--- config.mk ---
export PLATFORM = sky130hd
export DESIGN_NAME = sha256_block_compressor
export DESIGN_NICKNAME = d
export VERILOG_FILES = /design/src/rtl/core/sha256_pkg.sv /design/src/rtl/core/sha256_round.sv /design/src/rtl/core/sha256_block_compressor.sv
export SDC_FILE = /design/constraint.sdc
export NUM_CORES = 2
export LEC_CHECK = 0
export BUFFER_PORTS_ARGS = -buffer_cell sky130_fd_sc_hd__buf_2
export CAP_MARGIN = 10
export CORE_MARGIN = 2
export CORE_UTILIZATION = 55
export DETAILED_ROUTE_END_ITERATION = 7
export GPL_TIMING_DRIVEN = 0
export HOLD_SLACK_MARGIN = 0.02
export PLACE_DENSITY_LB_ADDON = 0.1
export REMOVE_ABC_BUFFERS = 1
export SYNTH_ARGS = -nofsm -noshare
export SYNTH_HDL_FRONTEND = slang
export SYNTH_SLANG_ARGS = --single-unit
--- constraint.sdc ---
create_clock -name clk_i -period 11 [get_ports clk_i]
set_input_delay 0.55 -clock clk_i [delete_from_list [all_inputs] [get_ports clk_i]]
set_output_delay 0.55 -clock clk_i [all_outputs]
set_load 0.01 [all_outputs]
--- src/rtl/core/sha256_pkg.sv ---
// ----------------------------------------------------------------------------
// SHA-256 package
// Shared types, round constants, initial chaining values and sigma functions.
// ----------------------------------------------------------------------------
`default_nettype none

package sha256_pkg;

  localparam int unsigned WordW   = 32;
  localparam int unsigned NumVars = 8;
  localparam int unsigned NumRnds = 64;

  typedef logic [WordW-1:0] word_t;

  // Working variables a..h, index 0 is a.
  typedef word_t [NumVars-1:0] vars_t;

  localparam word_t H_INIT [NumVars] = '{
    32'h6a09e667, 32'hbb67ae85, 32'h3c6ef372, 32'ha54ff53a,
    32'h510e527f, 32'h9b05688c, 32'h1f83d9ab, 32'h5be0cd19
  };

  localparam word_t ROUND_K [NumRnds] = '{
    32'h428a2f98, 32'h71374491, 32'hb5c0fbcf, 32'he9b5dba5,
    32'h3956c25b, 32'h59f111f1, 32'h923f82a4, 32'hab1c5ed5,
    32'hd807aa98, 32'h12835b01, 32'h243185be, 32'h550c7dc3,
    32'h72be5d74, 32'h80deb1fe, 32'h9bdc06a7, 32'hc19bf174,
    32'he49b69c1, 32'hefbe4786, 32'h0fc19dc6, 32'h240ca1cc,
    32'h2de92c6f, 32'h4a7484aa, 32'h5cb0a9dc, 32'h76f988da,
    32'h983e5152, 32'ha831c66d, 32'hb00327c8, 32'hbf597fc7,
    32'hc6e00bf3, 32'hd5a79147, 32'h06ca6351, 32'h14292967,
    32'h27b70a85, 32'h2e1b2138, 32'h4d2c6dfc, 32'h53380d13,
    32'h650a7354, 32'h766a0abb, 32'h81c2c92e, 32'h92722c85,
    32'ha2bfe8a1, 32'ha81a664b, 32'hc24b8b70, 32'hc76c51a3,
    32'hd192e819, 32'hd6990624, 32'hf40e3585, 32'h106aa070,
    32'h19a4c116, 32'h1e376c08, 32'h2748774c, 32'h34b0bcb5,
    32'h391c0cb3, 32'h4ed8aa4a, 32'h5b9cca4f, 32'h682e6ff3,
    32'h748f82ee, 32'h78a5636f, 32'h84c87814, 32'h8cc70208,
    32'h90befffa, 32'ha4506ceb, 32'hbef9a3f7, 32'hc67178f2
  };

  function automatic word_t small_sigma0(word_t v);
    return {v[6:0], v[31:7]} ^ {v[17:0], v[31:18]} ^ {3'b000, v[31:3]};
  endfunction

  function automatic word_t small_sigma1(word_t v);
    return {v[16:0], v[31:17]} ^ {v[18:0], v[31:19]} ^ {10'd0, v[31:10]};
  endfunction

  function automatic word_t big_sigma0(word_t v);
    return {v[1:0], v[31:2]} ^ {v[12:0], v[31:13]} ^ {v[21:0], v[31:22]};
  endfunction

  function automatic word_t big_sigma1(word_t v);
    return {v[5:0], v[31:6]} ^ {v[10:0], v[31:11]} ^ {v[24:0], v[31:25]};
  endfunction

endpackage

`default_nettype wire

--- src/rtl/core/sha256_round.sv ---
// ----------------------------------------------------------------------------
// SHA-256 round unit
// One compression round: next working variables from current ones and W[t].
// ----------------------------------------------------------------------------
`default_nettype none

module sha256_round (
  input  sha256_pkg::vars_t vars_i,
  input  sha256_pkg::word_t wt_i,
  input  logic [5:0]        rnd_i,
  output sha256_pkg::vars_t vars_o
);

  sha256_pkg::word_t choose, major, t1, t2;

  always_comb begin
    choose = (vars_i[4] & vars_i[5]) ^ (~vars_i[4] & vars_i[6]);
    major  = (vars_i[0] & vars_i[1]) ^ (vars_i[0] & vars_i[2]) ^ (vars_i[1] & vars_i[2]);
    t1     = vars_i[7] + sha256_pkg::big_sigma1(vars_i[4]) + choose
           + sha256_pkg::ROUND_K[rnd_i] + wt_i;
    t2     = sha256_pkg::big_sigma0(vars_i[0]) + major;

    vars_o[7] = vars_i[6];
    vars_o[6] = vars_i[5];
    vars_o[5] = vars_i[4];
    vars_o[4] = vars_i[3] + t1;
    vars_o[3] = vars_i[2];
    vars_o[2] = vars_i[1];
    vars_o[1] = vars_i[0];
    vars_o[0] = t1 + t2;
  end

endmodule

`default_nettype wire

--- src/rtl/core/sha256_block_compressor.sv ---
// ----------------------------------------------------------------------------
// SHA-256 block compressor
// Collects 16 message words per block, runs 64 rounds on one shared round
// unit, folds the result into the chaining words and emits the digest.
// ----------------------------------------------------------------------------
// Flow: the 16th word of a block starts the rounds and then the chaining add,
//   paced by the single round unit doing one round per cycle, while the input
//   is held off. A final block holds the input off further, until all eight
//   digest words have entered the output register.
// Output: after a final block's chaining add, the emit state loads H0..H7
//   into the output register, one word per cycle unless the output stalls.
// Reset: chaining words load the standard initial values, word count and
//   sequencer clear; no clearing pass is needed.
`default_nettype none

module sha256_block_compressor (
  input  logic  clk_i,
  input  logic  rst_ni,
  // message word channel
  input  logic  in_valid_i,
  output logic  in_stall_o,
  input  logic [31:0] msg_word_i,
  input  logic  start_of_message_i,
  input  logic  end_of_message_i,
  // digest channel
  output logic  out_valid_o,
  input  logic  out_stall_i,
  output logic [31:0] digest_word_o,
  output logic  digest_last_o
);

  typedef enum logic [1:0] {
    ST_IDLE,   // collecting message words
    ST_ROUND,  // 64 rounds on the shared unit
    ST_FINAL,  // add working vars into chaining words
    ST_EMIT    // push H0..H7 through the output register
  } state_e;

  state_e             state_q;
  logic [3:0]         word_cnt_q;
  logic [5:0]         rnd_q;
  logic [2:0]         emit_idx_q;
  logic               fin_q;
  sha256_pkg::word_t  chain_q [8];
  sha256_pkg::vars_t  vars_q;
  sha256_pkg::word_t  win_q [16];
  logic               out_valid_q;
  logic               digest_last_q;
  sha256_pkg::word_t  digest_word_q;

  logic               in_xfer;
  logic               out_free;
  logic [3:0]         word_idx;
  logic               block_done;
  sha256_pkg::word_t  sched_next;
  sha256_pkg::vars_t  vars_next;

  // The block only takes words while collecting; compression and digest
  // output both hold the input side off.
  assign in_stall_o = (state_q != ST_IDLE);
  assign in_xfer    = in_valid_i && !in_stall_o;

  // Output register is free when empty or when its word transfers now.
  assign out_free   = !out_valid_q || !out_stall_i;

  // A start flag restarts the block at word zero.
  assign word_idx   = start_of_message_i ? 4'd0 : word_cnt_q;
  assign block_done = (word_idx == 4'hF);

  // Schedule window is a 16-word shift line: win_q[0] is W[t]. The next
  // word W[t+16] is built every round; the extra ones past round 47 are
  // simply never consumed.
  assign sched_next = sha256_pkg::small_sigma1(win_q[14]) + win_q[9]
                    + sha256_pkg::small_sigma0(win_q[1]) + win_q[0];

  sha256_round u_round (
    .vars_i (vars_q),
    .wt_i   (win_q[0]),
    .rnd_i  (rnd_q),
    .vars_o (vars_next)
  );

  // Sequencer, chaining words and output register.
  always_ff @(posedge clk_i or negedge rst_ni) begin
    if (!rst_ni) begin
      state_q       <= ST_IDLE;
      word_cnt_q    <= '0;
      rnd_q         <= '0;
      emit_idx_q    <= '0;
      fin_q         <= 1'b0;
      out_valid_q   <= 1'b0;
      digest_last_q <= 1'b0;
      digest_word_q <= '0;
      for (int i = 0; i < 8; i++) begin
        chain_q[i] <= sha256_pkg::H_INIT[i];
      end
    end else begin
      if (out_free) begin
        out_valid_q   <= (state_q == ST_EMIT);
        digest_word_q <= chain_q[emit_idx_q];
        digest_last_q <= (emit_idx_q == 3'd7);
      end
      case (state_q)
        ST_IDLE: begin
          if (in_xfer) begin
            if (start_of_message_i) begin
              for (int i = 0; i < 8; i++) begin
                chain_q[i] <= sha256_pkg::H_INIT[i];
              end
            end
            word_cnt_q <= word_idx + 4'd1;  // wraps to zero after word 15
            if (block_done) begin
              state_q <= ST_ROUND;
              rnd_q   <= '0;
              fin_q   <= end_of_message_i;
            end
          end
        end
        ST_ROUND: begin
          rnd_q <= rnd_q + 6'd1;
          if (rnd_q == 6'd63) begin
            state_q <= ST_FINAL;
          end
        end
        ST_FINAL: begin
          for (int i = 0; i < 8; i++) begin
            chain_q[i] <= chain_q[i] + vars_q[i];
          end
          emit_idx_q <= '0;
          state_q    <= fin_q ? ST_EMIT : ST_IDLE;
        end
        ST_EMIT: begin
          if (out_free) begin
            emit_idx_q <= emit_idx_q + 3'd1;
            if (emit_idx_q == 3'd7) begin
              state_q <= ST_IDLE;
            end
          end
        end
        default: begin
          state_q <= ST_IDLE;
        end
      endcase
    end
  end

  // Datapath storage: schedule window and working variables.
  always_ff @(posedge clk_i) begin
    if (in_xfer) begin
      win_q[word_idx] <= msg_word_i;
      if (block_done) begin
        for (int i = 0; i < 8; i++) begin
          vars_q[i] <= chain_q[i];
        end
      end
    end else if (state_q == ST_ROUND) begin
      vars_q <= vars_next;
      for (int i = 0; i < 15; i++) begin
        win_q[i] <= win_q[i+1];
      end
      win_q[15] <= sched_next;
    end
  end

  assign out_valid_o   = out_valid_q;
  assign digest_word_o = digest_word_q;
  assign digest_last_o = digest_last_q;

  // Only the final digest word may linger in the output register once the
  // sequencer has left the emit state.
  a_early_words_in_emit: assert property (@(posedge clk_i) disable iff (!rst_ni)
    out_valid_o && !digest_last_o |-> state_q == ST_EMIT)
    else $error("non-final digest word valid outside emit");

  // The sixteenth word of a block launches round zero.
  a_block_launch: assert property (@(posedge clk_i) disable iff (!rst_ni)
    in_xfer && block_done |=> state_q == ST_ROUND && rnd_q == 6'd0)
    else $error("block did not start compression");

  // Exactly 64 rounds, then the chaining add.
  a_round_end: assert property (@(posedge clk_i) disable iff (!rst_ni)
    state_q == ST_ROUND && rnd_q == 6'd63 |=> state_q == ST_FINAL)
    else $error("round sequence did not end after 64 rounds");

  // Final block goes on to emit the digest, others return to collecting.
  a_final_branch: assert property (@(posedge clk_i) disable iff (!rst_ni)
    state_q == ST_FINAL |=> (state_q == ST_EMIT) == $past(fin_q))
    else $error("wrong branch after chaining add");

endmodule

`default_nettype wire

==> results.sh <==
export IMPL_hold_ws_ns=0.183
export IMPL_path_common_cell="fa_1"
export IMPL_cp_end_kind="flip-flop"
export IMPL_portBuffers=72
export IMPL_rows=132
export IMPL_coreArea_sq_mm=0.130
export IMPL_placed_area_sq_mm=0.0746
export IMPL_setup_violations=0
export IMPL_cpPeakStageDelay_ns=0.73
export IMPL_yosys_warnings=0
export IMPL_path_class="flip-flop to flip-flop"
export IMPL_finalInstanceArea_sq_mm=0.0788
export IMPL_drv_cap=0
export IMPL_status="finished, final reports clean"
export IMPL_grt_pass1_vias=53600
export IMPL_maxSlewHeadroom_pct=15.7
export IMPL_io_pins=73
export IMPL_synthCells=7135
export IMPL_grt_max_degree=106
export IMPL_vias_per_cell=6.20
export IMPL_worstPathArrival_ns=11.00
export IMPL_fp_dieH_um=365
export IMPL_gp_congestion=0.957
export IMPL_grt_overflow=0
export IMPL_finalNetCount=7626
export IMPL_startpoint_type="flip-flop"
export IMPL_drc_errors=0
export IMPL_fillerInstances=10700
export IMPL_hpwl_um=163000
export IMPL_start_util_pct=55.4
export IMPL_drive_gt1_share_pct=8.93
export IMPL_synth_async_reset_ratio_pct=28.5
export IMPL_worst_pin_slew_ns=1.26
export IMPL_hold_viol_final=0
export IMPL_finClkSkew_ns=0.0524
export IMPL_cts_sinks=1074
export IMPL_synth_avg_cell_area_sq_um=10.1
export IMPL_clock_path_buffers=3
export IMPL_synthFlopType="edfxtp_1"
export IMPL_routedWlPerCell_um=25.1
export IMPL_p_leak_uw=0.0339
export IMPL_hold_class="input port to flip-flop"
export IMPL_die_x_um=365
export IMPL_dr_pass1_iters=7
export IMPL_die_area_sq_mm=0.134
export IMPL_peakVddDrop_v=0.000193
export IMPL_drt_iter0_markers=5113
export IMPL_clkTransAtPathRegs_ns=0.06
export IMPL_netlist_area_sq_mm=0.0719
export IMPL_fmax_mhz=95.2
export IMPL_grt_setup_unrepaired="false"
export IMPL_critPathSlowestCell="inv_2"
export IMPL_antenna_found_initial=1
export IMPL_synth_edf_count=768
export IMPL_via_count=54800
export IMPL_fin_crit_sh_pct=95.5
export IMPL_synth_seq_cells=1074
export IMPL_drt_total_wl_um=222000
export IMPL_grt_pass1_wl_um=331000
export IMPL_critPathTopFamily="compound AO/OA/AOI/OAI gates"
export IMPL_clock_latency_ns=0.79
export IMPL_critical_path_max_fanout=50
export IMPL_yosysSeqAreaShare_pct=43.0
export IMPL_grtUsageTotal_pct=33.1
export IMPL_cts_tree="done"
export IMPL_pwr_density_cell_mw_per_mm2=164
export IMPL_cp_num_buf_inv=4
export IMPL_period_minus_slack_ns=10.50
export IMPL_required_ns=11.50
export IMPL_area_growth_pct=9.69
export IMPL_synth_cell_type_count=87
export IMPL_drv_slew=0
export IMPL_numCtsBuffers=120
export IMPL_ant_nets=0
export IMPL_antennaDiodeCount=0
export IMPL_h_tree_depth=3
export IMPL_root_buffer="clkbuf_16"
power breakdown:
part	switching, uW	leakage, uW	internal [uW]
Combinational	2540	0.0212	1690
Sequential	38.7	0.0106	4450
Clock	1800	0.00201	2410
Total	4380	0.0339	8550
through the flow:
step	instances	setup WS, ns	total power [uW]	utilization [%]	setup TNS (ns)
final	8839	0.498	12900	60.8	0
after global routing	8839	0.0468	13600	60.8	0
after CTS	8837	0.0381	12900	60.8	0
after detailed placement	8608	-0.920	8710	57.5	-5.31
after global placement	8543	-15.38	8670	56.2	-
after floorplan	6729	-6.44	7630	-	-2990.08
placed cells by master, fill, tap and decap left out, types with 78 or more instances in the layout:
cell type     n
nor2_1      365
a21oi_1     485
a21o_1      654
inv_1       331
fa_1        195
nand3_1      83
nor3_1       78
xor2_1      204
ha_1        393
dfstp_2     136
nand2_1    1045
xnor2_1     351
clkbuf_16   123
edfxtp_1    768
dfrtp_1     162
o21ai_0     408
per-layer routing:
| layer | wire (um) | track usage (%) | vias up | share of wire (%) |
|---|---|---|---|---|
| met5 | 13 | 0 | - | 0.0059 |
| met4 | 13100 | 16.7 | 2 | 5.9 |
| met3 | 12700 | 3.95 | 515 | 5.7 |
| met2 | 107000 | 56.0 | 2044 | 48 |
| met1 | 89100 | 41.8 | 27000 | 40 |
| li1 | - | - | 25200 | - |
worst paths after layout:
kind | startpoint | to | slack (ns) | cells after the start
worst max-delay path | rnd_q[3]$_DFFE_PN0P_ | vars_q[30]$_DFFE_PP_ | 0.50 | 34
worst min-delay path | msg_word_i[26] | win_q[15][26]$_DFFE_PP_ | 0.18 | 3
worst max register to register | rnd_q[3]$_DFFE_PN0P_ | vars_q[30]$_DFFE_PP_ | 0.50 | 34
worst min register to register | digest_word_o[24]$_DFFE_PN0P_ | digest_word_o[24]$_DFFE_PN0P_ | 0.48 | 2
max in group asynchronous | rst_ni | rnd_q[2]$_DFFE_PN0P_ | 9.33 | 4
min in group asynchronous | rst_ni | chain_q[227]$_DFFE_PN0P_ | 0.28 | 2
layout make-up:
class	instances	area (sq um)	area share [%]
multi-input cells	5316	38400	48.7
flip-flops and latches	1074	30900	39.2
clock buffers	162	3360	4.27
well taps	1742	2180	2.76
repair buffers	146	1920	2.43
inverters	339	1290	1.63
clock inverters	60	733	0.930
what timing repair did:
item,CTS,global route
hold endpoints to repair,39,0
pin swaps,0,1
hold buffers,3,0
setup buffers,4,2
endpoints found under the setup margin,13,8
resized for setup,5,11
synth_stat cells (17+ instances only):
cell type / n / area, sq um
nor3_1: 79 / 395
nand2_1: 1047 / 3930
dfrtp_1: 170 / 4250
xor2_1: 204 / 1790
mux4_2: 68 / 1530
nor3b_1: 18 / 135
o22ai_1: 21 / 131
a21oi_1: 486 / 2430
o211ai_1: 35 / 263
o21a_1: 56 / 420
nor2_1: 367 / 1380
a31oi_1: 55 / 344
nor2b_1: 45 / 282
dfstp_2: 136 / 3570
buf_1: 43 / 161
o21bai_1: 63 / 473
a211o_1: 20 / 175
clkbuf_1: 357 / 1340
nor4_1: 17 / 106
a211oi_1: 44 / 330
edfxtp_1: 768 / 23100
fa_1: 195 / 3900
a311oi_1: 17 / 149
o21ai_0: 424 / 2120
nand4_1: 33 / 206
or3_1: 32 / 200
and3_1: 47 / 294
mux2i_1: 66 / 661
and2_1: 50 / 313
inv_1: 334 / 1250
a21o_1: 654 / 4910
xnor2_1: 351 / 3070
nand3_1: 83 / 415
ha_1: 396 / 4950
o31ai_1: 30 / 225
nand2b_1: 63 / 394
tightest hold or removal path, delay by kind of cell:
kind                   cells  cell delay [ns]
and+or+nand+nor            1             0.10
AOI/OAI and AO/OA          1             0.10
buffers and inverters      1             0.08
state kept, by name (all words and copies together), names as in the netlist:
register / cells
vars_q: 256
emit_idx_q: 3
out_valid_o: 1
digest_last_o: 1
word_cnt_q: 4
digest_word_o: 32
win_q: 512
state_q: 2
chain_q: 256
rnd_q: 6
fin_q: 1
kinds of logic after synthesis:
logic type,after synthesis,synth area share [%]
multiplexers,149,3.29
AND/OR/NAND/NOR,1930,11.7
adder cells (fa/ha/maj),594,12.4
flip-flops,1074,43.0
buffers and inverters,745,3.91
AO/OA/AOI/OAI,2087,18.9
XOR/XNOR,556,6.80
(Power assumes the default switching activity.)
